<file path="src/hdl/dst_pkg.sv">
// Package for the door state tracker: state and operation codes, the
// tracker's state record and the sensor evaluation function.
// No dependencies.
package dst_pkg;

    // Door state codes
    localparam logic [2:0] ST_UNKNOWN = 3'd0;
    localparam logic [2:0] ST_OPEN    = 3'd1;
    localparam logic [2:0] ST_CLOSING = 3'd2;
    localparam logic [2:0] ST_CLOSED  = 3'd3;
    localparam logic [2:0] ST_OPENING = 3'd4;

    // Operation codes of an input item
    localparam logic [2:0] OP_ACTIVATE = 3'd0;
    localparam logic [2:0] OP_OPEN     = 3'd1;
    localparam logic [2:0] OP_CLOSE    = 3'd2;
    localparam logic [2:0] OP_TICK     = 3'd3;
    localparam logic [2:0] OP_SENSOR   = 3'd4;

    // Register index on the configuration port
    localparam logic REG_EXPIRY_MS = 1'b0;

    localparam int          TICK_W     = 17;
    localparam logic [16:0] TICK_MAX   = 17'h1FFFF;
    localparam logic [15:0] EXPIRY_RST = 16'd30000;

    typedef struct packed {
        logic [2:0]        door_state;
        logic              top_seen;
        logic              bottom_seen;
        logic              assuming;
        logic [TICK_W-1:0] elapsed;
    } dst_state_t;

    // Evaluate the stored sensor pair against the current door state
    function automatic logic [2:0] derive_state(input logic [2:0] cur,
                                                input logic       top,
                                                input logic       bottom);
        logic [2:0] res;
        res = cur;
        if (!top && !bottom) begin
            res = ST_OPEN;
        end else if (top && bottom) begin
            res = ST_CLOSED;
        end else if (cur == ST_OPEN) begin
            res = ST_CLOSING;
        end else if (cur == ST_CLOSED) begin
            res = ST_OPENING;
        end
        return res;
    endfunction

endpackage

</file>
<file path="src/hdl/dst_core.sv">
// Next-state logic of the door state tracker for one item.
// Depends on dst_pkg.
module dst_core (
    input  logic [2:0]          op,
    input  logic                top_detect,
    input  logic                bottom_detect,
    input  logic [15:0]         expiry_ms,
    input  dst_pkg::dst_state_t cur,
    output dst_pkg::dst_state_t nxt,
    output logic                changed,
    output logic                pulse
);
    import dst_pkg::*;

    logic [TICK_W-1:0] tick_inc;
    logic [2:0]        derived;
    logic [2:0]        toggle_target;

    // Saturating tick count and sensor evaluation on the stored pair
    assign tick_inc = (cur.elapsed == TICK_MAX) ? cur.elapsed : cur.elapsed + 1'b1;
    assign derived  = derive_state(cur.door_state, cur.top_seen, cur.bottom_seen);
    assign toggle_target = (cur.door_state == ST_OPENING || cur.door_state == ST_OPEN)
                           ? ST_CLOSING : ST_OPENING;

    always_comb
    begin
        logic [2:0] sens;
        nxt     = cur;
        changed = 1'b0;
        pulse   = 1'b0;
        sens    = derive_state(cur.door_state, top_detect, bottom_detect);
        case (op)
            OP_ACTIVATE:
            begin
                pulse = 1'b1;
                if (cur.door_state == ST_UNKNOWN) begin
                    // drop the assumption and evaluate sensors
                    nxt.assuming   = 1'b0;
                    nxt.elapsed    = '0;
                    nxt.door_state = derived;
                    changed        = (derived != cur.door_state);
                end else if (cur.door_state != toggle_target) begin
                    nxt.door_state = toggle_target;
                    nxt.assuming   = 1'b1;
                    nxt.elapsed    = '0;
                    changed        = 1'b1;
                end
            end
            OP_OPEN:
            begin
                if (cur.door_state != ST_OPEN && cur.door_state != ST_OPENING) begin
                    pulse          = 1'b1;
                    nxt.door_state = ST_OPENING;
                    nxt.assuming   = 1'b1;
                    nxt.elapsed    = '0;
                    changed        = 1'b1;
                end
            end
            OP_CLOSE:
            begin
                if (cur.door_state != ST_CLOSED && cur.door_state != ST_CLOSING) begin
                    pulse          = 1'b1;
                    nxt.door_state = ST_CLOSING;
                    nxt.assuming   = 1'b1;
                    nxt.elapsed    = '0;
                    changed        = 1'b1;
                end
            end
            OP_TICK:
            begin
                if (cur.assuming) begin
                    // advance the timer, expire the assumption past the limit
                    if (tick_inc > {1'b0, expiry_ms}) begin
                        nxt.assuming   = 1'b0;
                        nxt.elapsed    = '0;
                        nxt.door_state = derived;
                        changed        = (derived != cur.door_state);
                    end else begin
                        nxt.elapsed = tick_inc;
                    end
                end
            end
            OP_SENSOR:
            begin
                if (top_detect != cur.top_seen || bottom_detect != cur.bottom_seen) begin
                    nxt.top_seen    = top_detect;
                    nxt.bottom_seen = bottom_detect;
                    if (!cur.assuming) begin
                        nxt.door_state = sens;
                        changed        = (sens != cur.door_state);
                    end
                end
            end
            default:
            begin
                nxt = cur;
            end
        endcase
    end

endmodule

</file>
<file path="src/hdl/door_state_tracker.sv">
// Top level of the door state tracker: input register, state, result
// register and configuration port. Depends on dst_pkg and dst_core.
//
// Usage:
//   Input channel (in_valid/in_ready) carries one item per handshake: op,
//   top_detect, bottom_detect. Output channel (out_valid/out_ready) carries
//   exactly one result per item: door_state, state_changed, remote_pulse.
//   An accepted item is captured in the input register, evaluated against
//   the tracker state and written to the result register once that
//   register is free or being read. One item per cycle is sustained
//   while the receiver takes every result; the state update is a single
//   pass of next-state logic between the input and result registers.
//   When the receiver stalls, the result register holds, the input register
//   fills, and in_ready drops; nothing is lost or repeated.
//   Reset clears the door state to unknown, the sensor pair, the assumption
//   and the timer, and sets expiry_ms to 30000.
//   Configuration: APB write to address 0 sets expiry_ms (low 16 bits).
//   Write only while no item is in flight. pready is tied high.
module door_state_tracker (
    input  logic        clk,
    input  logic        rst_n,
    input  logic        in_valid,
    output logic        in_ready,
    input  logic [2:0]  op,
    input  logic        top_detect,
    input  logic        bottom_detect,
    output logic        out_valid,
    input  logic        out_ready,
    output logic [2:0]  door_state,
    output logic        state_changed,
    output logic        remote_pulse,
    input  logic        psel,
    input  logic        penable,
    input  logic        pwrite,
    input  logic [2:0]  paddr,
    input  logic [31:0] pwdata,
    output logic [31:0] prdata,
    output logic        pready
);
    import dst_pkg::*;

    logic        in_valid_reg;
    logic [2:0]  op_reg;
    logic        top_reg;
    logic        bottom_reg;
    logic        out_valid_reg;
    logic [2:0]  state_out_reg;
    logic        changed_reg;
    logic        pulse_reg;
    logic [15:0] expiry_reg;
    dst_state_t  st_reg;
    dst_state_t  st_next;
    logic        changed_next;
    logic        pulse_next;
    logic        advance;
    logic        cfg_write;

    // Move the held item into the result register when it is free
    assign advance  = in_valid_reg && (!out_valid_reg || out_ready);
    assign in_ready = !in_valid_reg || advance;

    // Input register
    always_ff @(posedge clk or negedge rst_n)
    begin
        if (!rst_n)
        begin
            in_valid_reg <= 1'b0;
        end
        else if (in_ready)
        begin
            in_valid_reg <= in_valid;
        end
    end

    always_ff @(posedge clk)
    begin
        if (in_valid && in_ready)
        begin
            op_reg     <= op;
            top_reg    <= top_detect;
            bottom_reg <= bottom_detect;
        end
    end

    dst_core u_core (
        .op            (op_reg),
        .top_detect    (top_reg),
        .bottom_detect (bottom_reg),
        .expiry_ms     (expiry_reg),
        .cur           (st_reg),
        .nxt           (st_next),
        .changed       (changed_next),
        .pulse         (pulse_next)
    );

    // Tracker state
    always_ff @(posedge clk or negedge rst_n)
    begin
        if (!rst_n)
        begin
            st_reg <= '{door_state: ST_UNKNOWN, top_seen: 1'b0, bottom_seen: 1'b0,
                        assuming: 1'b0, elapsed: '0};
        end
        else if (advance)
        begin
            st_reg <= st_next;
        end
    end

    // Result register
    always_ff @(posedge clk or negedge rst_n)
    begin
        if (!rst_n)
        begin
            out_valid_reg <= 1'b0;
        end
        else if (advance)
        begin
            out_valid_reg <= 1'b1;
        end
        else if (out_ready)
        begin
            out_valid_reg <= 1'b0;
        end
    end

    always_ff @(posedge clk)
    begin
        if (advance)
        begin
            state_out_reg <= st_next.door_state;
            changed_reg   <= changed_next;
            pulse_reg     <= pulse_next;
        end
    end

    assign out_valid     = out_valid_reg;
    assign door_state    = state_out_reg;
    assign state_changed = changed_reg;
    assign remote_pulse  = pulse_reg;

    // Configuration register
    assign pready    = 1'b1;
    assign cfg_write = psel && penable && pwrite && (paddr[2] == REG_EXPIRY_MS);

    always_ff @(posedge clk or negedge rst_n)
    begin
        if (!rst_n)
        begin
            expiry_reg <= EXPIRY_RST;
        end
        else if (cfg_write)
        begin
            expiry_reg <= pwdata[15:0];
        end
    end

    assign prdata = (paddr[2] == REG_EXPIRY_MS) ? {16'd0, expiry_reg} : 32'd0;

    // Timer runs only while a state is assumed
    a_idle_timer: assert property (@(posedge clk) disable iff (!rst_n)
        !st_reg.assuming |-> st_reg.elapsed == '0)
        else $error("timer nonzero without assumption");

    // An assumed state is always a moving state
    a_assumed_moving: assert property (@(posedge clk) disable iff (!rst_n)
        st_reg.assuming |-> (st_reg.door_state == ST_OPENING ||
                             st_reg.door_state == ST_CLOSING))
        else $error("assumed state is not a moving state");

    // State moves only when an item passes to the result register
    a_state_hold: assert property (@(posedge clk) disable iff (!rst_n)
        !advance |=> $stable(st_reg))
        else $error("state changed without an item");

    // A fresh result reports the tracker state
    a_result_state: assert property (@(posedge clk) disable iff (!rst_n)
        advance |=> (door_state == st_reg.door_state) && out_valid)
        else $error("result state differs from tracker state");

endmodule

</file>
<file path="config.mk">
export PLATFORM = sky130hd
export DESIGN_NAME = door_state_tracker
export DESIGN_NICKNAME = d
export VERILOG_FILES = /design/src/hdl/dst_pkg.sv /design/src/hdl/dst_core.sv /design/src/hdl/door_state_tracker.sv
export SDC_FILE = /design/constraint.sdc
export NUM_CORES = 1
export LEC_CHECK = 0
export ABC_AREA = 1
export BUFFER_PORTS_ARGS = -buffer_cell sky130_fd_sc_hd__buf_2
export CAP_MARGIN = 40
export CORE_MARGIN = 4
export CORE_UTILIZATION = 35
export CTS_CLUSTER_DIAMETER = 80
export DETAILED_ROUTE_END_ITERATION = 16
export GPL_ROUTABILITY_DRIVEN = 0
export RECOVER_POWER = 100
export SYNTH_ARGS = -nofsm -noshare
export SYNTH_HDL_FRONTEND = slang
export SYNTH_SLANG_ARGS = --single-unit
</file>
<file path="constraint.sdc">
create_clock -name clk -period 3.82 [get_ports clk]
set_input_delay 0.191 -clock clk [delete_from_list [all_inputs] [get_ports clk]]
set_output_delay 0.191 -clock clk [all_outputs]
set_load 0.02 [all_outputs]
</file>
==> results.sh <==
export IMPL_syn_area_um2=3530
export IMPL_worst_pin_slew_ps=1660
export IMPL_avgSynthCellArea_um2=7.39
export IMPL_slew_viol_final=32
export IMPL_fin_nets=597
export IMPL_drc_errors=0
export IMPL_layout_commonest_cell="nand2_1"
export IMPL_ant_nets=0
export IMPL_crit_type="reg2reg"
export IMPL_grt_overflow=0
export IMPL_io_buffer_count=51
export IMPL_setup_viol=0
export IMPL_area_delta_synth_final_pct=11.6
export IMPL_grt_max_degree=32
export IMPL_start_util=0.360
export IMPL_slew_headroom=-0.110
export IMPL_fin_util=0.401
export IMPL_grt_pass1_wl_mm=14.0
export IMPL_antenna_found_initial=0
export IMPL_dr_pass1_iters=5
export IMPL_power_leakage_uw=0.00200
export IMPL_ys_ff_latch=51
export IMPL_core_region_area_um2=9820
export IMPL_synthTopCellsByArea="dfrtp_1, nand2_1, edfxtp_1"
export IMPL_wl_mm=8.15
export IMPL_die_area_um2=11800
export IMPL_worst_setup_path_start_kind="flop"
export IMPL_cts_tree="built"
export IMPL_synthDistinctLibCells=41
export IMPL_synth_area_leader_cell="dfrtp_1"
export IMPL_synth_cells=478
export IMPL_routedWlPerCell_um=12.2
export IMPL_dpl_hpwl_mm=6.38
export IMPL_worstPathRequired_ps=4050
export IMPL_maxCapViolCount=1
export IMPL_hold_violations=0
export IMPL_peakVddDrop_mv=0.220
export IMPL_ys_seq_area_frac=0.378
export IMPL_ios=87
export IMPL_clk_path_buf_depth=2
export IMPL_fp_row_count=36
export IMPL_post_route_period_util=0.899
export IMPL_drt_initial_drc_count=213
export IMPL_n_antenna_cell=0
export IMPL_vias=3105
export IMPL_clock_latency_ps=310
export IMPL_ys_flop_type="dfrtp_1"
export IMPL_cts_buffers=5
export IMPL_clock_skew_ps=10.9
export IMPL_die_w_um=108
export IMPL_final_cell_mix="nand2_1, nor2_1, inv_1"
export IMPL_power_density_nw_per_um2=421
export IMPL_violations="capacitance limit, slew limit"
export IMPL_worstPathArrival_ps=3660
export IMPL_ctsHtreeMaxLevel=2
export IMPL_grtUsageTotal=0.147
export IMPL_synth_edff_count=10
export IMPL_status="finished with violations"
export IMPL_root_buffer="clkbuf_8"
export IMPL_yosys_warnings=0
export IMPL_yosysTopAreaCellShare=0.241
export IMPL_regToRegSetupSlack_ps=390
export IMPL_max_freq_ghz=0.291
export IMPL_via_per_inst=4.66
export IMPL_whs_ps=51.0
export IMPL_fp_dieH_um=108
export IMPL_drive_gt1_frac=0.139
export IMPL_endpoint_kind="flop"
export IMPL_rsz0062_at_grt="no"
export IMPL_async_flop_share=0.804
export IMPL_largest_reg_flops=23
export IMPL_finalCriticalPeriod_ps=3430
export IMPL_crit_fanout=10
export IMPL_hp_class="in2reg"
export IMPL_tns_ps=0
export IMPL_grt_pass1_vias=3027
export IMPL_path_clk_slew_ps=100
export IMPL_p_total_uw=1660
export IMPL_cts_sinks=51
[cells in the mapped netlist (4+ instances only)]
cell and number:
dfrtp_1 34, nand2_1 119, nand4_1 6, dfstp_2 7, o21ai_0 11, xor2_1 13
ha_1 18, nor2_1 66, nand3_1 18, buf_4 18, nand2_2 7, edfxtp_1 10
inv_1 52, a21oi_1 32, inv_2 13, clkbuf_1 5, xnor2_1 4
[critical path, cell delays in order (launching register included)]
cell	delay [ps]
dfrtp_1	400
ha_1	240
inv_1	80
nor3_2	210
nand2_1	110
nor2_1	150
nand2_2	160
nand2_1	180
nor4_1	70
xor2_1	170
ha_1	300
nand2_1	40
inv_1	60
nand3_1	90
nor3_2	240
nand2_1	190
nand2_2	140
nand2_2	80
nor2_4	140
buf_4	170
nand2_1	50
o21ai_0	70
[routing by layer]
layer / up-vias / share of wire / GRT usage
li1: 1597 / - / -
met3: 14 / 0.043 / 0.0161
met5: - / 0 / 0
met1: 1411 / 0.49 / 0.205
met2: 83 / 0.45 / 0.238
met4: 0 / 0.016 / 0.0469
[cell type report]
cell class                 instances  area (µm²)
multi-input combinational        351        1820
inverter                          65         244
fill                            1053        5880
clock inverter                     1        30.0
clock buffer                       7        76.3
timing repair buffer              58         272
tap                              133         166
sequential                        51        1340
[final timing paths]
check	to	startpoint	depth (start not counted)
max reg2reg	st_reg[14]	st_reg[1]	21
max in group asynchronous	st_reg[6]	rst_n	3
min in group asynchronous	st_reg[2]	rst_n	2
min reg2reg	expiry_reg[14]	expiry_reg[14]	2
max	st_reg[14]	st_reg[1]	21
min	op_reg[0]	op[0]	1
[per-stage QoR]
stage / cells / instance area (µm²) / setup slack, ps
final: 666 / 3940 / 387
after global routing: 666 / 3940 / 53.8
after CTS: 663 / 3990 / 293
after detailed placement: 654 / 3870 / 337
after global placement: 652 / 3840 / 378
after floorplan: 493 / 3590 / 884
[power by group]
group / switching [µW] / total (µW) / internal [µW]
logic: 387 / 564 / 177
registers: 68.2 / 715 / 647
clock network: 182 / 378 / 196
[logic make-up (layout without fill, tap and decap cells)]
kind of cell,Yosys count,after routing,share of synthesized area
other,2,17,0.00213
muxes,2,2,0.00638
adders and majority gates,18,18,0.0638
DFF,51,51,0.378
buffers and inverters,91,131,0.119
and+or+nand+nor,234,234,0.284
xor gates and xnor gates,17,17,0.0422
AOI/OAI and AO/OA,63,63,0.105
[repair_timing]
item / in CTS / in global routing
endpoints found under the hold margin: 9 / 0
setup endpoints to repair: 0 / 2
setup buffers: 0 / 3
gates resized for setup: 0 / 0
hold buffers: 1 / 0
Power figures use the tool's default switching activity.
